==> config.mk <==
export PLATFORM = sky130hd
export DESIGN_NAME = docid_range_set_iterator
export DESIGN_NICKNAME = d
export VERILOG_FILES = /design/src/design/drsi_pkg.sv /design/src/design/docid_range_set_iterator.sv /design/src/design/drsi_cell.sv
export SDC_FILE = /design/constraint.sdc
export NUM_CORES = 2
export LEC_CHECK = 0
export BUFFER_PORTS_ARGS = -buffer_cell sky130_fd_sc_hd__buf_4
export CORE_UTILIZATION = 45
export CTS_BUF_LIST = sky130_fd_sc_hd__clkbuf_8 sky130_fd_sc_hd__clkbuf_16
export DETAILED_ROUTE_END_ITERATION = 12
export GPL_TIMING_DRIVEN = 0
export MAX_ROUTING_LAYER = met4
export PLACE_DENSITY = 0.67
export SLEW_MARGIN = 10
export SYNTH_ARGS = -nofsm -noshare
export SYNTH_HDL_FRONTEND = slang
export SYNTH_SLANG_ARGS = --single-unit
export TNS_END_PERCENT = 50
==> constraint.sdc <==
create_clock -name clk -period 269.7 [get_ports clk]
set_input_delay 26.97 -clock clk [delete_from_list [all_inputs] [get_ports clk]]
set_output_delay 26.97 -clock clk [all_outputs]
set_load 0.005 [all_outputs]
==> src/design/drsi_pkg.sv <==
// Shared constants and types for the document number range set iterator.
`timescale 1ns / 1ps

package drsi_pkg;

    localparam int MAX_RANGES = 64;
    localparam int CW = $clog2(MAX_RANGES + 1);
    localparam int KW = (MAX_RANGES > 1) ? $clog2(MAX_RANGES) : 1;
    localparam int E1 = (MAX_RANGES > 1) ? 1 : 0;

    localparam logic [1:0] MODE_INSERT = 2'd0;
    localparam logic [1:0] MODE_NEXT   = 2'd1;
    localparam logic [1:0] MODE_SKIP   = 2'd2;

    typedef struct packed {
        logic [31:0] low;
        logic [31:0] high;
    } range_t;

endpackage

==> src/design/docid_range_set_iterator.sv <==
// Top level: range ring of cells and the controller that walks it for each item.
// Each item walks one full rotation of the cell ring, one slot past the
// controller per cycle, and then shows its result in the done cycle.
// A new item can be started in the done cycle; no item is taken while the
// walk is busy. The receiver cannot stall; results show for one cycle.
// Reset clears the counts, the cursor and the overflow flag; slot contents are not reset.
`timescale 1ns / 1ps

module docid_range_set_iterator (
    input  logic        clk,
    input  logic        rst_n,
    input  logic        start,
    output logic        busy,
    input  logic [1:0]  mode,
    input  logic [31:0] doc_id,
    output logic        done,
    output logic [31:0] cursor_value,
    output logic        at_end,
    output logic        table_full,
    output logic [6:0]  range_count
);
    import drsi_pkg::*;

    typedef enum logic {ST_IDLE, ST_WALK} state_t;
    typedef enum logic [2:0] {IM_SCAN, IM_PASS, IM_INS, IM_DROP, IM_EXTLOW, IM_NEWAT} ins_t;

    range_t cell_q [MAX_RANGES];
    range_t cell_d [MAX_RANGES];
    range_t ring_in;
    logic   walking;

    state_t      state_reg, state_next;
    ins_t        im_reg, im_next;
    logic [KW-1:0] step_reg, step_next;
    logic [CW-1:0] used_reg, used_next;
    logic [CW-1:0] slot_reg, slot_next;
    logic [31:0] num_reg, num_next;
    logic        started_reg, started_next;
    logic        ovf_reg, ovf_next;
    logic [31:0] arg_reg, arg_next;
    range_t      hold_reg, hold_next;
    logic        nx_reg, nx_next;
    logic        search_reg, search_next;
    logic        inc_reg, inc_next;
    logic        dec_reg, dec_next;
    logic        done_reg, done_next;

    range_t      e0, e1;
    logic [CW-1:0] k_ext;
    logic        valid0, valid1, last, full, is_i, plus_next, at_end_w;
    logic [CW-1:0] slot_w;
    logic [31:0] num_w;

    assign walking = (state_reg == ST_WALK);

    genvar j;
    generate
        for (j = 0; j < MAX_RANGES; j++)
        begin : g_cell
            if (j == MAX_RANGES - 1)
            begin : g_tail
                assign cell_d[j] = ring_in;
            end
            else
            begin : g_body
                assign cell_d[j] = cell_q[j + 1];
            end
            drsi_cell u_cell (
                .clk   (clk),
                .shift (walking),
                .d     (cell_d[j]),
                .q     (cell_q[j])
            );
        end
    endgenerate

    assign e0     = cell_q[0];
    assign e1     = cell_q[E1];
    assign k_ext  = CW'(step_reg);
    assign valid0 = k_ext < used_reg;
    assign valid1 = (k_ext + CW'(1)) < used_reg;
    assign last   = step_reg == KW'(MAX_RANGES - 1);
    assign full   = used_reg == CW'(MAX_RANGES);
    assign is_i   = !(valid1 && (e1.low <= arg_reg));
    assign plus_next = valid1 && (arg_reg != 32'hFFFF_FFFF) && (e1.low == arg_reg + 32'd1);

    always_comb
    begin
        state_next   = state_reg;
        im_next      = im_reg;
        step_next    = step_reg;
        used_next    = used_reg;
        slot_next    = slot_reg;
        num_next     = num_reg;
        started_next = started_reg;
        ovf_next     = ovf_reg;
        arg_next     = arg_reg;
        hold_next    = hold_reg;
        nx_next      = nx_reg;
        search_next  = search_reg;
        inc_next     = inc_reg;
        dec_next     = dec_reg;
        done_next    = 1'b0;
        ring_in      = e0;
        slot_w       = slot_reg;
        num_w        = num_reg;
        case (state_reg)
            ST_IDLE:
            begin
                if (start)
                begin
                    state_next  = ST_WALK;
                    step_next   = '0;
                    arg_next    = doc_id;
                    im_next     = IM_PASS;
                    nx_next     = 1'b0;
                    search_next = 1'b0;
                    inc_next    = 1'b0;
                    dec_next    = 1'b0;
                    if (!started_reg)
                    begin
                        slot_w = '0;
                        num_w  = (used_reg != '0) ? e0.low : 32'd0;
                    end
                    case (mode)
                        MODE_INSERT:
                        begin
                            im_next      = IM_SCAN;
                            started_next = 1'b0;
                            slot_next    = '0;
                            num_next     = '0;
                        end
                        MODE_NEXT:
                        begin
                            if (!started_reg)
                            begin
                                started_next = 1'b1;
                                slot_next    = slot_w;
                                num_next     = num_w;
                            end
                            else if (slot_reg < used_reg)
                            begin
                                nx_next = 1'b1;
                            end
                        end
                        MODE_SKIP:
                        begin
                            started_next = 1'b1;
                            slot_next    = slot_w;
                            num_next     = num_w;
                            search_next  = (slot_w < used_reg) && (doc_id > num_w);
                        end
                        default:
                        begin
                        end
                    endcase
                end
            end
            ST_WALK:
            begin
                step_next = step_reg + KW'(1);
                case (im_reg)
                    IM_SCAN:
                    begin
                        im_next = IM_PASS;
                        if ((step_reg == '0) && (!valid0 || (arg_reg < e0.low)))
                        begin
                            if (valid0 && (arg_reg + 32'd1 == e0.low))
                            begin
                                ring_in = '{low: arg_reg, high: e0.high};
                            end
                            else if (full)
                            begin
                                ovf_next = 1'b1;
                            end
                            else
                            begin
                                ring_in   = '{low: arg_reg, high: arg_reg};
                                hold_next = e0;
                                im_next   = IM_INS;
                                inc_next  = 1'b1;
                            end
                        end
                        else if (!is_i)
                        begin
                            im_next = IM_SCAN;
                        end
                        else if (arg_reg <= e0.high)
                        begin
                            im_next = IM_PASS;
                        end
                        else if (arg_reg == e0.high + 32'd1)
                        begin
                            if (plus_next)
                            begin
                                ring_in  = '{low: e0.low, high: e1.high};
                                im_next  = IM_DROP;
                                dec_next = 1'b1;
                            end
                            else
                            begin
                                ring_in = '{low: e0.low, high: arg_reg};
                            end
                        end
                        else if (plus_next)
                        begin
                            im_next = IM_EXTLOW;
                        end
                        else if (full)
                        begin
                            ovf_next = 1'b1;
                        end
                        else
                        begin
                            im_next  = IM_NEWAT;
                            inc_next = 1'b1;
                        end
                    end
                    IM_INS:
                    begin
                        ring_in   = hold_reg;
                        hold_next = e0;
                    end
                    IM_DROP:
                    begin
                        ring_in = e1;
                    end
                    IM_EXTLOW:
                    begin
                        ring_in = '{low: arg_reg, high: e0.high};
                        im_next = IM_PASS;
                    end
                    IM_NEWAT:
                    begin
                        ring_in   = '{low: arg_reg, high: arg_reg};
                        hold_next = e0;
                        im_next   = IM_INS;
                    end
                    default:
                    begin
                        ring_in = e0;
                    end
                endcase
                if (nx_reg && (k_ext == slot_reg))
                begin
                    nx_next = 1'b0;
                    if (num_reg < e0.high)
                    begin
                        num_next = num_reg + 32'd1;
                    end
                    else
                    begin
                        slot_next = slot_reg + CW'(1);
                        num_next  = valid1 ? e1.low : 32'd0;
                    end
                end
                if (search_reg && (k_ext >= slot_reg))
                begin
                    if (valid0 && (e0.high < arg_reg))
                    begin
                        if (last)
                        begin
                            slot_next   = CW'(MAX_RANGES);
                            num_next    = 32'd0;
                            search_next = 1'b0;
                        end
                    end
                    else
                    begin
                        slot_next   = k_ext;
                        num_next    = valid0 ? ((e0.low > arg_reg) ? e0.low : arg_reg) : 32'd0;
                        search_next = 1'b0;
                    end
                end
                if (last)
                begin
                    state_next = ST_IDLE;
                    done_next  = 1'b1;
                    used_next  = used_reg + CW'(inc_next) - CW'(dec_next);
                end
            end
            default:
            begin
                state_next = ST_IDLE;
            end
        endcase
    end

    always_ff @(posedge clk or negedge rst_n)
    begin
        if (!rst_n)
        begin
            state_reg   <= ST_IDLE;
            im_reg      <= IM_PASS;
            step_reg    <= '0;
            used_reg    <= '0;
            slot_reg    <= '0;
            num_reg     <= '0;
            started_reg <= 1'b0;
            ovf_reg     <= 1'b0;
            nx_reg      <= 1'b0;
            search_reg  <= 1'b0;
            inc_reg     <= 1'b0;
            dec_reg     <= 1'b0;
            done_reg    <= 1'b0;
        end
        else
        begin
            state_reg   <= state_next;
            im_reg      <= im_next;
            step_reg    <= step_next;
            used_reg    <= used_next;
            slot_reg    <= slot_next;
            num_reg     <= num_next;
            started_reg <= started_next;
            ovf_reg     <= ovf_next;
            nx_reg      <= nx_next;
            search_reg  <= search_next;
            inc_reg     <= inc_next;
            dec_reg     <= dec_next;
            done_reg    <= done_next;
        end
    end

    always_ff @(posedge clk)
    begin
        arg_reg  <= arg_next;
        hold_reg <= hold_next;
    end

    assign at_end_w     = started_reg && (slot_reg >= used_reg);
    assign busy         = walking;
    assign done         = done_reg;
    assign cursor_value = at_end_w ? 32'd0 : num_reg;
    assign at_end       = at_end_w;
    assign table_full   = ovf_reg;
    assign range_count  = 7'(used_reg);

endmodule

==> src/design/drsi_cell.sv <==
// One slot of the range ring; it takes its neighbor's range on every shift.
`timescale 1ns / 1ps

module drsi_cell (
    input  logic            clk,
    input  logic            shift,
    input  drsi_pkg::range_t d,
    output drsi_pkg::range_t q
);
    import drsi_pkg::*;

    range_t q_reg;

    always_ff @(posedge clk)
    begin
        if (shift)
        begin
            q_reg <= d;
        end
    end

    assign q = q_reg;

endmodule

---- Word level (Yosys, flattened, before mapping) ----
Index checks and enable logic that the tools add are counted.
W data, S select, Z words.
operators by class
  reduce and logical (&&, ||, !) cells .... 29
  add/sub/neg operators ................... 8
  bitwise operators ....................... 1
  order comparisons ....................... 13
  equality and inequality tests ........... 28
  multiplexer cells ....................... 100
operators by type and width
  cell                     count
  $mux W32                 19
  $mux W64                 6
  $pmux W64 S5             1
  $pmux W64 S2             1
  $add A32 B1 Y32 const B  3
  $eq A32 B32 Y1           3
  $lt A32 B32 Y1           3
  $pmux W32 S3             1
  $mux W7                  10
  $gt A32 B32 Y1           2
  $le A32 B32 Y1           2
  $pmux W32 S2             1
  $mux W1                  39
  $ne A32 B32 Y1 const B   1
  $lt A7 B7 Y1             3
  $mux W3                  7
  $pmux W7 S3              1
  $ne A2 B2 Y1 const B     8
  $pmux W7 S2              1
  $pmux W1 S2              6
  $pmux W6 S2              1
  $logic_and A1 B1 Y1      10
  $pmux W3 S3              1
  $reduce_and A3 Y1        3
  33 further kinds         46
word-level totals
  output and inout port bits .............. 43
  word-level logic and storage cells ...... 323
  input port bits ......................... 37
  flip-flop bits (word level) ............. 4255

---- Logic depth before layout (Yosys ltp) ----
  depth in word-level cells ............... 13
  mapped depth ............................ 26
  mapped depth without buffers ............ 24

---- Hierarchy ----
Synthesis repeated with hierarchy kept, for this count alone.
second synthesis, totals
  cell total of the unflattened synthesis .. 6525
  area, all modules ....................... 142908.3 um2
by module, submodules not included
  module                    seq. area each (um2)  instances  area an instance (um2)  cells an instance
  drsi_cell                 1921.8                64         1921.8                  64
  docid_range_set_iterator  4460.5                1          19910.3                 2429

---- Worst setup path before layout ----
No wires, ideal clock.
  path kind ............................... register to output
  start ................................... register state_reg (netlist: busy)
  end ..................................... output busy
  buffers on the path ..................... 0
  required time ........................... 242.730 ns
  arrival time ............................ 83.463 ns
  setup slack ............................. 159.267 ns
  stages on the path, launching flop included .. 1
  cells stage by stage .................... dfrtp_1
RTL lines
  element                 line                             source
  start, declared         docid_range_set_iterator.sv:32   state_t state_reg, state_next;
  start signal, assigned  docid_range_set_iterator.sv:309  state_reg <= state_next;
  end, declared           docid_range_set_iterator.sv:13   output logic busy,
No word-level cell between the ends.

---- Final worst setup path ----
  start ................................... register used_reg[1] (netlist: range_count[1])
  end ..................................... output cursor_value[13]
between the ends
  word-level cells in the longest chain between the ends .. 3
ends and longest elaborated chain
  element                 line                             source
  start, declared         docid_range_set_iterator.sv:35   logic [CW-1:0] used_reg, used_next;
  start signal, assigned  docid_range_set_iterator.sv:312  used_reg <= used_next;
  $ge A7 B7 Y1            docid_range_set_iterator.sv:331  assign at_end_w = started_reg && (slot_reg >= used_reg);
  $logic_and A1 B1 Y1     docid_range_set_iterator.sv:331
  $mux W32                docid_range_set_iterator.sv:334  assign cursor_value = at_end_w ? 32'd0 : num_reg;
  end, declared           docid_range_set_iterator.sv:17   output logic [31:0] cursor_value,
No other way between the ends.

==> flow_summary.json <==
{
  "status": "completed",
  "arrival_time_of_the_worst_setup_path_ns": 4.51,
  "flip_flop_count_of_the_largest_register_all_copies_and_words_added": 4096,
  "grt_pass1_vias": 61400,
  "core_mm2": 0.318,
  "p_per_area_mw_per_mm2": 13.0,
  "final_wirelength_um": 297000,
  "drcViolationCount": 0,
  "port-buffer-count": 78,
  "residual_antenna_violating_net_count_after_detailed_routing": 0,
  "post-route-period-util_pct": 11.7,
  "cpMostUsedCell": "sky130_fd_sc_hd__o21a_1",
  "finalCriticalPeriod_ns": 31.48,
  "die-width_um": 567,
  "floorplan.die_area_mm2": 0.321,
  "pin_count_of_the_biggest_net_entering_global_routing": 78,
  "slew_headroom_pct": 12.4,
  "proportion_of_layout_cells_with_a_drive_suffix_above_1_pct": 11.8,
  "finalWeightedCongestion": 0.909,
  "num-fill-cells": 24300,
  "post-synth-top-count-cell": "sky130_fd_sc_hd__edfxtp_1",
  "timing_worst_slew_pin_value_ns": 1.31,
  "synth.largest_area_cell": "sky130_fd_sc_hd__edfxtp_1",
  "netlist-cell-type-count": 96,
  "dr.pass1.iters": 6,
  "synth.top_cells.by_area": "sky130_fd_sc_hd__edfxtp_1 88%, sky130_fd_sc_hd__ha_1 1.8%, sky130_fd_sc_hd__dfrtp_1 1.1%, sky130_fd_sc_hd__a21oi_1 0.98%, sky130_fd_sc_hd__nor2_1 0.48%",
  "syn_avg_cell_area_um2": 21.6,
  "timing_hold_violations_final": 0,
  "most_used_flip_flop_cell_after_synthesis": "sky130_fd_sc_hd__edfxtp_1",
  "htree_levels": 5,
  "cts_tree": "done",
  "drt_first_iter_violations": 5449,
  "cts_made_buffers": 399,
  "max_cap_viol_count": 0,
  "starting_density_of_the_core_pct": 45.2,
  "multiInputGateArea_mm2": 0.0148,
  "cts-root-to-sink-buffers": 4,
  "post-place-cells": 11000,
  "synth.yosys.seq_area_share_pct": 88.8,
  "clk_root_buffer_cell": "sky130_fd_sc_hd__clkbuf_16",
  "route.detailed.vias_per_inst": 5.24,
  "syn_to_final_growth_pct": 14.6,
  "grt-ovfl-total": 0,
  "pin_count": 80,
  "preCtsSetupSlack_ns": 239.14,
  "critical-path-max-stage-delay_ns": 0.73,
  "clock.fmax_mhz": 31.8,
  "cts.sinks": 4255,
  "clk_pin_slew_worst_paths_ns": 0.06,
  "setup_violators_final": 0,
  "post_cts_hold_buffer_count": 0,
  "total_leakage_power_nw": 58.4,
  "postSynthRegisterBits": 4255,
  "rsz0062_at_grt": "false",
  "dp_hpwl_um": 192000,
  "postSynthCellCount": 6656,
  "post_cts.resized_instances": 0,
  "yosys.area.top_type_share_pct": 87.7,
  "startpoint_type": "flop",
  "die_height_um": 567,
  "crit_path_max_fanout": 10,
  "final-max-slew-violation-count": 0,
  "final-seq-area_mm2": 0.127,
  "grt_first_pass_wirelength_um": 433000,
  "cp_cell_sequence": "inv_1 > ha_1 > nor2b_1 > o21a_1 > o21a_1 > o21a_1 > o21ai_0 > nand2b_1 > a21o_1 > o21ai_1 > clkbuf_1 > and2_1 > buf_4",
  "synth_nets": 6902,
  "grt_resource_usage_total_pct": 19.1,
  "ys_warn_count": 0,
  "vias": 61500,
  "worst_path_max_delay_cell": "sky130_fd_sc_hd__o21ai_1",
  "min-delay-path-class": "flop to flop",
  "finClkSkew_ns": 0.101,
  "route.detailed.wl_per_inst_um": 25.3,
  "max-vdd-ir-drop_mv": 0.00727,
  "synth_edf_count": 4192,
  "synthesis.area_mm2": 0.144,
  "cts.repair_timing.setup_buffer_count": 0,
  "totalNegativeSetupSlack_ns": 0,
  "finalNonFillerCells": 11700,
  "std_cell_rows": 207,
  "crit_path_end_kind": "primary output",
  "worst_setup_slack_final_ns": 238.22,
  "worstSkewPairLatency_ns": 0.96,
  "finish.net_count": 7459,
  "timing.setup.critical_path_class": "flop to primary output",
  "timing.critical_path.required_ns": 242.73,
  "synth.cells.most_frequent": "4,192 x sky130_fd_sc_hd__edfxtp_1, 281 x sky130_fd_sc_hd__a21oi_1, 208 x sky130_fd_sc_hd__ha_1",
  "ffs_w_async_s_r_synth_pct": 1.48,
  "antenna_violations_before_repair": 40
}
-- power breakdown --
part	total, mW	internal (mW)	switching [mW]
sequential	1.29	1.16	0.134
clock	0.554	0.311	0.243
combinational	0.287	0.0917	0.195
-- layout by cell type (no fill, tap or decap), drive strengths merged, types with 19 or more instances in the layout --
cell type  count
edfxtp      4192
o2bb2a        32
clkinv       176
o22a          43
xnor2         73
nand3         79
nand2        154
a22oi         38
a21o          44
inv          199
clkbuf       533
o21ai        137
buf          232
o31ai         37
and2          43
a31oi         49
nor3          45
o221ai        23
bufinv        39
dfrtp         62
nand4         60
and3          32
o22ai        104
o21a          20
ha           208
and4          19
mux2          34
nor2         186
a21oi        281
nor4          30
xor2          40
mux2i         21
-- logic make-up after synthesis --
kind of cell | after synthesis | synth area share, %
flip-flops | 4255 | 88.8
buffers and inverters | 324 | 0.942
adder cells (fa/ha/maj) | 209 | 1.83
AO/OA/AOI/OAI | 973 | 4.59
multiplexers | 55 | 0.413
AND/OR/NAND/NOR | 720 | 2.64
XOR/XNOR | 120 | 0.800
-- cell type report --
cell class	count	area share, %
Antenna cell	17	0.0259
Buffer	209	0.560
Clock buffer	400	6.08
Clock inverter	317	1.89
Inverter	115	0.262
Multi-Input combinational cell	2077	8.99
Sequential cell	4255	77.5
Tap cell	4180	3.18
Timing Repair Buffer	156	1.55
-- through the flow --
stage          hold slack [ns]  power [mW]  util, %  area, µm²
2_1_floorplan            0.400        1.56        -     144000
5_1_grt                  0.365        2.24     51.8     165000
4_1_cts                  0.357        2.16     51.8     165000
6_report                 0.366        2.13     51.8     165000
3_3_place_gp             0.401        1.79     47.0     149000
3_5_place_dp             0.405        1.59     47.6     151000
-- per-layer routing --
layer | share of wire, % | track usage [%] | vias to the layer above
met5 | 0 | - | -
li1 | - | - | 27900
met3 | 4.3 | 2.63 | 521
met4 | 3.2 | 5.95 | 0
met1 | 48 | 28.2 | 31700
met2 | 45 | 27.6 | 1447
-- worst paths after layout --
kind / to / startpoint / depth (start not counted) / slack, ns
setup / recovery: cursor_value[13] / range_count[1]$_DFFE_PN0P_ / 13 / 238.22
hold / removal: g_cell[6].u_cell.q[40]$_DFFE_PP_ / g_cell[7].u_cell.q[40]$_DFFE_PP_ / 0 / 0.37
setup reg to reg: range_count[6]$_DFFE_PN0P_ / arg_reg[11]$_DFFE_PP_ / 25 / 260.84
hold reg to reg: g_cell[6].u_cell.q[40]$_DFFE_PP_ / g_cell[7].u_cell.q[40]$_DFFE_PP_ / 0 / 0.37
max in group asynchronous: busy$_DFF_PN0_ / rst_n / 1 / 242.66
min in group asynchronous: done$_DFF_PN0_ / rst_n / 1 / 26.23
-- critical path, delay by kind of cell, from the launching register on --
kind	cells	cell delay, ns
compound gates	6	1.59
buf+inv	3	0.82
flops	1	0.45
simple gates	3	0.41
fa+ha+maj	1	0.31
No activity file was read; power rests on OpenSTA's default activity.
